**src/rtl/sis_pkg.sv**
```systemverilog
// ----------------------------------------------------------------------------
// sis_pkg - shared types and constants of the safety interlock supervisor
// Request codes, register indexes, field widths and the flag and result
// structures passed between the update logic and the top level.
// ----------------------------------------------------------------------------
package sis_pkg;

    localparam int TEMP_W = 19;
    localparam int MS_W   = 16;
    localparam int IDX_W  = 2;

    typedef logic signed [TEMP_W-1:0] temp_t;
    typedef logic [MS_W-1:0]          ms_t;

    typedef enum logic [1:0] {
        REQ_TICK    = 2'd0,
        REQ_STARTUP = 2'd1,
        REQ_MONITOR = 2'd2,
        REQ_KICK    = 2'd3
    } req_t;

    localparam logic [IDX_W-1:0] CFG_THROTTLE_ON  = 2'd0;
    localparam logic [IDX_W-1:0] CFG_THROTTLE_OFF = 2'd1;
    localparam logic [IDX_W-1:0] CFG_WD_TIMEOUT   = 2'd2;
    localparam logic [IDX_W-1:0] CFG_HB_PERIOD    = 2'd3;

    localparam temp_t RST_THROTTLE_ON  = 19'sd85000;
    localparam temp_t RST_THROTTLE_OFF = 19'sd80000;
    localparam ms_t   RST_WD_TIMEOUT   = 16'd1000;
    localparam ms_t   RST_HB_PERIOD    = 16'd500;

    // single-bit supervisor state
    typedef struct packed {
        logic first_pass;
        logic heartbeat;
        logic throttle;
        logic passed;
        logic degraded;
    } flags_t;

    localparam flags_t FLAGS_RST = '{
        first_pass: 1'b1, heartbeat: 1'b0, throttle: 1'b0, passed: 1'b0, degraded: 1'b0
    };

    typedef struct packed {
        logic safe;
        logic go_ahead;
        logic degraded;
        logic startup_passed;
        logic throttled;
        logic watchdog_alive;
        logic watchdog_pet;
        logic heartbeat_level;
        logic heartbeat_toggled;
        logic fire_force_low;
    } result_t;

    typedef struct packed {
        temp_t throttle_on;
        temp_t throttle_off;
        ms_t   wd_timeout;
        ms_t   hb_period;
    } cfg_t;

endpackage

```
**src/rtl/sis_update.sv**
```systemverilog
// ----------------------------------------------------------------------------
// sis_update - next-state and result logic for one transaction
// Works out the new supervisor state and the result word from the current
// state, the configuration and one accepted request.
// ----------------------------------------------------------------------------
module sis_update #(
    parameter int AGE_BITS = 16
) (
    input  sis_pkg::req_t            req_type,
    input  logic                     camera_present,
    input  logic                     gpio_defaults_ok,
    input  logic                     tof_ping_ok,
    input  logic                     tof_healthy,
    input  sis_pkg::temp_t           temperature_mdeg,
    input  sis_pkg::cfg_t            cfg,
    input  sis_pkg::flags_t          flags,
    input  logic [AGE_BITS-1:0]      kick_age,
    input  logic [AGE_BITS-1:0]      toggle_age,
    output sis_pkg::flags_t          flags_next,
    output logic [AGE_BITS-1:0]      kick_age_next,
    output logic [AGE_BITS-1:0]      toggle_age_next,
    output sis_pkg::result_t         result
);

    localparam int CMP_W = (AGE_BITS > sis_pkg::MS_W) ? AGE_BITS : sis_pkg::MS_W;

    logic [AGE_BITS-1:0] kick_inc;
    logic [AGE_BITS-1:0] toggle_inc;
    logic                hb_due;
    logic                alive;
    logic                go_ahead;
    logic                pet;
    logic                toggled;
    logic                force_low;

    // saturating millisecond counters
    assign kick_inc   = (&kick_age)   ? kick_age   : kick_age   + AGE_BITS'(1);
    assign toggle_inc = (&toggle_age) ? toggle_age : toggle_age + AGE_BITS'(1);

    assign hb_due = flags.first_pass ||
                    (CMP_W'(toggle_age) >= CMP_W'(cfg.hb_period));

    always_comb begin
        flags_next      = flags;
        kick_age_next   = kick_age;
        toggle_age_next = toggle_age;
        go_ahead        = 1'b0;
        pet             = 1'b0;
        toggled         = 1'b0;
        force_low       = 1'b0;
        case (req_type)
            sis_pkg::REQ_TICK: begin
                kick_age_next   = kick_inc;
                toggle_age_next = toggle_inc;
            end
            sis_pkg::REQ_STARTUP: begin
                force_low = 1'b1;
                if (camera_present && gpio_defaults_ok) begin
                    go_ahead            = 1'b1;
                    flags_next.passed   = 1'b1;
                    flags_next.degraded = !tof_ping_ok;
                end
            end
            sis_pkg::REQ_MONITOR: begin
                // turn-on test wins when thresholds overlap
                if (temperature_mdeg >= cfg.throttle_on) begin
                    flags_next.throttle = 1'b1;
                end else if (temperature_mdeg <= cfg.throttle_off) begin
                    flags_next.throttle = 1'b0;
                end
                if (hb_due) begin
                    flags_next.first_pass = 1'b0;
                    flags_next.heartbeat  = !flags.heartbeat;
                    toggle_age_next       = '0;
                    toggled               = 1'b1;
                end
                if (flags.degraded && tof_ping_ok) begin
                    flags_next.degraded = 1'b0;
                end
            end
            sis_pkg::REQ_KICK: begin
                kick_age_next = '0;
                pet           = 1'b1;
            end
            default: begin
                kick_age_next = kick_age;
            end
        endcase
    end

    // saturated age means expired regardless of timeout
    assign alive = !(&kick_age_next) &&
                   (CMP_W'(kick_age_next) < CMP_W'(cfg.wd_timeout));

    always_comb begin
        result.safe              = flags_next.passed && !flags_next.degraded &&
                                   !flags_next.throttle && alive && tof_healthy;
        result.go_ahead          = go_ahead;
        result.degraded          = flags_next.degraded;
        result.startup_passed    = flags_next.passed;
        result.throttled         = flags_next.throttle;
        result.watchdog_alive    = alive;
        result.watchdog_pet      = pet;
        result.heartbeat_level   = flags_next.heartbeat;
        result.heartbeat_toggled = toggled;
        result.fire_force_low    = force_low;
    end

endmodule

```
**src/rtl/safety_interlock_supervisor.sv**
```systemverilog
// ----------------------------------------------------------------------------
// safety_interlock_supervisor - fire output interlock supervisor
// Tracks startup checks, thermal throttling, heartbeat and watchdog age, and
// reports one status result per request transaction.
// ----------------------------------------------------------------------------
// Usage:
//   Input channel (s_*): one request transaction per handshake; s_req_type
//   selects a 1 ms tick, a startup check, a monitor pass or a watchdog kick.
//   Result channel (m_*): exactly one result transaction per request, in
//   order, carrying the flags after that request's update.
//   Configuration: cfg_wr_en writes cfg_wdata to register cfg_idx
//   (0 throttle on, 1 throttle off, 2 watchdog timeout, 3 heartbeat period)
//   in the same cycle. Write only while the block is idle.
//   The state update and result are formed by a single pass of the update
//   logic and land in the state and result registers at the accepting edge.
//   Throughput is one transaction per cycle while m_ready stays high, set by
//   the single result register, which is refilled in the cycle it is drained.
//   When the receiver stalls, s_ready drops once the result register is full
//   and rises again in the cycle m_ready returns.
//   Reset (aresetn low, synchronous) restores the register defaults, clears
//   every flag but first_pass, which is set, sets the kick age saturated
//   (watchdog expired until the first kick) and empties the result register.
// ----------------------------------------------------------------------------
module safety_interlock_supervisor #(
    parameter int AGE_BITS = 16
) (
    input  logic                          aclk,
    input  logic                          aresetn,
    // configuration write port
    input  logic                          cfg_wr_en,
    input  logic [sis_pkg::IDX_W-1:0]     cfg_idx,
    input  logic [sis_pkg::TEMP_W-1:0]    cfg_wdata,
    // request channel
    input  logic                          s_valid,
    output logic                          s_ready,
    input  logic [1:0]                    s_req_type,
    input  logic                          s_camera_present,
    input  logic                          s_gpio_defaults_ok,
    input  logic                          s_tof_ping_ok,
    input  logic                          s_tof_healthy,
    input  logic signed [sis_pkg::TEMP_W-1:0] s_temperature_mdeg,
    // result channel
    output logic                          m_valid,
    input  logic                          m_ready,
    output logic                          m_safe,
    output logic                          m_go_ahead,
    output logic                          m_degraded,
    output logic                          m_startup_passed,
    output logic                          m_throttled,
    output logic                          m_watchdog_alive,
    output logic                          m_watchdog_pet,
    output logic                          m_heartbeat_level,
    output logic                          m_heartbeat_toggled,
    output logic                          m_fire_force_low
);

    // configuration registers
    sis_pkg::cfg_t       cfg_reg;

    // supervisor state
    sis_pkg::flags_t     flags_reg;
    sis_pkg::flags_t     flags_next;
    logic [AGE_BITS-1:0] kick_age_reg;
    logic [AGE_BITS-1:0] kick_age_next;
    logic [AGE_BITS-1:0] toggle_age_reg;
    logic [AGE_BITS-1:0] toggle_age_next;

    // result register
    logic                m_valid_reg;
    sis_pkg::result_t    result_reg;
    sis_pkg::result_t    result_next;

    logic                s_accept;

    // result slot free, or being emptied this cycle
    assign s_ready  = !m_valid_reg || m_ready;
    assign s_accept = s_valid && s_ready;

    sis_update #(
        .AGE_BITS (AGE_BITS)
    ) u_update (
        .req_type         (sis_pkg::req_t'(s_req_type)),
        .camera_present   (s_camera_present),
        .gpio_defaults_ok (s_gpio_defaults_ok),
        .tof_ping_ok      (s_tof_ping_ok),
        .tof_healthy      (s_tof_healthy),
        .temperature_mdeg (s_temperature_mdeg),
        .cfg              (cfg_reg),
        .flags            (flags_reg),
        .kick_age         (kick_age_reg),
        .toggle_age       (toggle_age_reg),
        .flags_next       (flags_next),
        .kick_age_next    (kick_age_next),
        .toggle_age_next  (toggle_age_next),
        .result           (result_next)
    );

    // configuration writes, no handshake
    always_ff @(posedge aclk) begin
        if (!aresetn) begin
            cfg_reg.throttle_on  <= sis_pkg::RST_THROTTLE_ON;
            cfg_reg.throttle_off <= sis_pkg::RST_THROTTLE_OFF;
            cfg_reg.wd_timeout   <= sis_pkg::RST_WD_TIMEOUT;
            cfg_reg.hb_period    <= sis_pkg::RST_HB_PERIOD;
        end else if (cfg_wr_en) begin
            case (cfg_idx)
                sis_pkg::CFG_THROTTLE_ON:  cfg_reg.throttle_on  <= cfg_wdata;
                sis_pkg::CFG_THROTTLE_OFF: cfg_reg.throttle_off <= cfg_wdata;
                sis_pkg::CFG_WD_TIMEOUT:   cfg_reg.wd_timeout   <= cfg_wdata[sis_pkg::MS_W-1:0];
                sis_pkg::CFG_HB_PERIOD:    cfg_reg.hb_period    <= cfg_wdata[sis_pkg::MS_W-1:0];
                default:                   cfg_reg              <= cfg_reg;
            endcase
        end
    end

    // state advances only on an accepted transaction
    always_ff @(posedge aclk) begin
        if (!aresetn) begin
            flags_reg      <= sis_pkg::FLAGS_RST;
            kick_age_reg   <= '1;
            toggle_age_reg <= '0;
        end else if (s_accept) begin
            flags_reg      <= flags_next;
            kick_age_reg   <= kick_age_next;
            toggle_age_reg <= toggle_age_next;
        end
    end

    // result register: valid flag reset, payload loaded on accept
    always_ff @(posedge aclk) begin
        if (!aresetn) begin
            m_valid_reg <= 1'b0;
        end else if (s_accept) begin
            m_valid_reg <= 1'b1;
        end else if (m_ready) begin
            m_valid_reg <= 1'b0;
        end
    end

    always_ff @(posedge aclk) begin
        if (s_accept) begin
            result_reg <= result_next;
        end
    end

    assign m_valid             = m_valid_reg;
    assign m_safe              = result_reg.safe;
    assign m_go_ahead          = result_reg.go_ahead;
    assign m_degraded          = result_reg.degraded;
    assign m_startup_passed    = result_reg.startup_passed;
    assign m_throttled         = result_reg.throttled;
    assign m_watchdog_alive    = result_reg.watchdog_alive;
    assign m_watchdog_pet      = result_reg.watchdog_pet;
    assign m_heartbeat_level   = result_reg.heartbeat_level;
    assign m_heartbeat_toggled = result_reg.heartbeat_toggled;
    assign m_fire_force_low    = result_reg.fire_force_low;

    // a kick transaction yields a pet pulse in the next result
    a_kick_pets: assert property (@(posedge aclk) disable iff (!aresetn)
        (s_accept && (s_req_type == sis_pkg::REQ_KICK)) |=> (m_valid && m_watchdog_pet))
        else $error("kick did not produce a pet result");

    // a startup check always forces the fire output low
    a_startup_low: assert property (@(posedge aclk) disable iff (!aresetn)
        (s_accept && (s_req_type == sis_pkg::REQ_STARTUP)) |=> (m_valid && m_fire_force_low))
        else $error("startup check without fire force low");

    // safe implies every reported contributing condition holds
    a_safe_terms: assert property (@(posedge aclk) disable iff (!aresetn)
        (m_valid && m_safe) |-> (m_startup_passed && !m_degraded && !m_throttled &&
                                 m_watchdog_alive))
        else $error("safe reported with a failing condition");

    // a kick leaves the saturated state, so the next tick cannot saturate the age
    a_kick_clears_age: assert property (@(posedge aclk) disable iff (!aresetn)
        (s_accept && (s_req_type == sis_pkg::REQ_KICK)) |=> (kick_age_reg == '0))
        else $error("kick did not restart the watchdog age");

endmodule

```
**config.mk**
```make
export PLATFORM = sky130hd
export DESIGN_NAME = safety_interlock_supervisor
export DESIGN_NICKNAME = d
export VERILOG_FILES = /design/src/rtl/sis_pkg.sv /design/src/rtl/sis_update.sv /design/src/rtl/safety_interlock_supervisor.sv
export SDC_FILE = /design/constraint.sdc
export NUM_CORES = 1
export LEC_CHECK = 0
export BUFFER_PORTS_ARGS = -buffer_cell sky130_fd_sc_hd__buf_2
export CAP_MARGIN = 10
export CORE_MARGIN = 2
export CORE_UTILIZATION = 50
export CTS_CLUSTER_SIZE = 10
export DETAILED_ROUTE_END_ITERATION = 7
export HOLD_SLACK_MARGIN = 0.06
export PLACE_DENSITY = 0.69
export SLEW_MARGIN = 5
export SYNTH_ARGS = -nofsm -noshare
export SYNTH_HDL_FRONTEND = slang
export SYNTH_SLANG_ARGS = --single-unit
export TNS_END_PERCENT = 50
```
**constraint.sdc**
```tcl
create_clock -name aclk -period 4 [get_ports aclk]
set_input_delay 0.8 -clock aclk [delete_from_list [all_inputs] [get_ports aclk]]
set_output_delay 0.8 -clock aclk [all_outputs]
set_load 0.02 [all_outputs]
```
==> flow_summary.yaml <==
synthesis:
  synth_area_um2: 6880
  ys_ff_latch: 118
  synth-edff-count: 10
  synth_cell_types: 62
  synth_cells: 853
  synthTopCellsByArea: "dfxtp_1 31%, ha_1 14%, nand2_1 9.4%"
  synthFlopType: "dfxtp_1"
  async_reset_ff_share_pct: 0
  yosysWarnings: 0
  synth_area_leader_cell: "dfxtp_1"
  synth.top_cell.area_share_pct: 31.4
  syn_nets: 979
  avgSynthCellArea_um2: 8.06
  yosysSeqAreaShare_pct: 35.8
drt:
  final_antenna_net_count: 0
  drt_iter0_markers: 443
  vias: 5873
  wirelength_mm: 16.6
  routed_via_density: 5.38
  drc: 0
  avgRoutedWirePerCell_um: 15.2
  dr.pass1.iters: 5
clocking:
  cts_buffers: 17
  hold_buffers: 0
  clockBufferDepth: 2
  cts_setup_buffers: 0
  clock-root-buffer: "clkbuf_16"
  cts_tree: "built"
  htreeDepth: 4
  clk_pin_slew_ns: 0.05
  cts_sinks: 118
  insertion_delay_ns: 0.42
  post_cts_resize_count: 0
cells_and_area:
  fin_area_um2: 7900
  final_cell_mix: "172 x nand2_1, 108 x dfxtp_1, 84 x inv_1"
  largest_reg_flops: 70
  nNetsFinal: 1030
  mostFrequentLayoutCell: "nand2_1"
  area_delta_synth_final_pct: 14.9
  drive_gt1_share_pct: 12.4
  num_antenna_cells: 0
  fillers: 1285
setup_path:
  max_stage_delay_ns: 0.35
  endpoint_kind: "register"
  cp_data_arrival_time_ns: 3.70
  crit_family: "compound AO/OA/AOI/OAI gates"
  crit_fanout: 5
  worst-setup-path-type: "in -> reg"
  cp-start-kind: "primary input"
  crit_slowest_cell: "a311o_1"
  crit_chain: "buf_2 -> inv_1 -> ha_1 -> and4b_1 -> buf_4 -> nand4_1 -> a21oi_1 -> mux2i_1 -> inv_1 -> ha_1 -> a211oi_1 -> o21ai_0 -> o211ai_1 -> a21oi_1 -> a311o_1 -> nor4_1"
  crit_buf_inv: 4
  crit_required_ns: 4.24
place:
  gp_congestion: 0.923
  io_buffers: 62
  placed_area_um2: 7330
  dp.final_hpwl_mm: 11.9
  place_ws_ns: 0.151
timing:
  fin_skew_ns: 0.00825
  slew_violations: 0
  tightest_slew_ns: 1.15
  period_needed_ns: 3.46
  fin_crit_sh_pct: 86.4
  hold_viol: 0
  worst_slack_ns: 0.543
  setup-tns-final_ns: 0
  rsz0062_at_grt: "no"
  clock.fmax_ghz: 0.289
  finalSetupViolations: 0
  slew_headroom_pct: 23.1
floorplanning:
  die_h_um: 121
  dieArea_um2: 14700
  rows: 42
  dieWidth_um: 121
  initial_core_util_pct: 51.5
  core_um2: 13300
  pin_count: 63
hold_path:
  min-delay-path-class: "reg -> reg"
outcome:
  outcome: "finished, final reports clean"
grt:
  antenna_found_initial: 0
  grt_pass1_vias: 5561
  grt_usage_pct: 24.0
  grt_pass1_wl_mm: 27.6
  grt.overflow.total: 0
  grt_max_degree: 94
power_and_ir_drop:
  ir_drop_v: 0.000269
  leakage_nw: 3.41
  totalPowerFinal_mw: 3.27
  p_per_area_nw_per_um2: 414
job:
  maxCapViolCount: 0
stage by stage:
stage	utilization (%)	hold slack [ns]	std cells
after floorplan	-	0.418	853
after global placement	54.9	0.445	1061
after detailed placement	54.9	0.448	1061
after CTS	59.2	0.456	1092
after global routing	59.2	0.494	1092
final	59.2	0.458	1092
per-layer routing:
metal / share of wire [%] / vias up / global-route usage (%)
li1: - / 3037 / -
met5: 0 / - / 0
met4: 2.0 / 0 / 8.12
met3: 4.9 / 29 / 5.36
met1: 49 / 2673 / 33.8
met2: 44 / 134 / 36.1
layout make-up:
type	instances	area, um2	area share (%)
clock buffer	24	503	6.36
inverter	85	319	4.04
sequential	118	2460	31.2
timing repair buffer	76	415	5.26
clock inverter	7	70.1	0.886
tap	176	220	2.79
multi-input combinational	606	3910	49.5
synthesized netlist by cell type (14+ instances only):
library cell  number
a21boi_0          49
o211ai_1          29
dfxtp_1          108
nor2_1            44
o21ai_0           14
nand4_1           32
xor2_1            14
ha_1              75
inv_1             84
nand3_1           27
clkbuf_1          37
a21oi_1           24
nand2_1          172
cells by family (layout without fill, tap and decap cells):
logic type	count (synthesis)	in the layout	share of synthesized area (%)
and+or+nand+nor	344	344	23.5
xor gates and xnor gates	22	22	2.80
DFF	118	118	35.8
AOI/OAI and AO/OA	161	161	16.3
muxes	4	4	0.582
buffers and inverters	129	192	7.37
adders and majority gates	75	75	13.6
tightest hold or removal path: stages, from the launching register on:
cell and delay, ns:
dfxtp_1 0.31, nand2_1 0.05, a21boi_1 0.05
power breakdown:
group / leakage (nW) / switching, mW / internal (mW)
combinational: 2.15 / 0.309 / 0.209
sequential: 0.982 / 0.0401 / 1.25
clock: 0.281 / 0.527 / 0.934
worst paths after layout:
kind | startpoint | end | slack [ns] | cells past startpoint
setup / recovery | s_req_type[0] | m_safe | 0.54 | 16
hold / removal | cfg_reg[57] | cfg_reg[57] | 0.46 | 2
setup reg to reg | kick_age_reg[15] | m_safe | 0.57 | 12
hold reg to reg | cfg_reg[57] | cfg_reg[57] | 0.46 | 2
(Power assumes the default switching activity.)
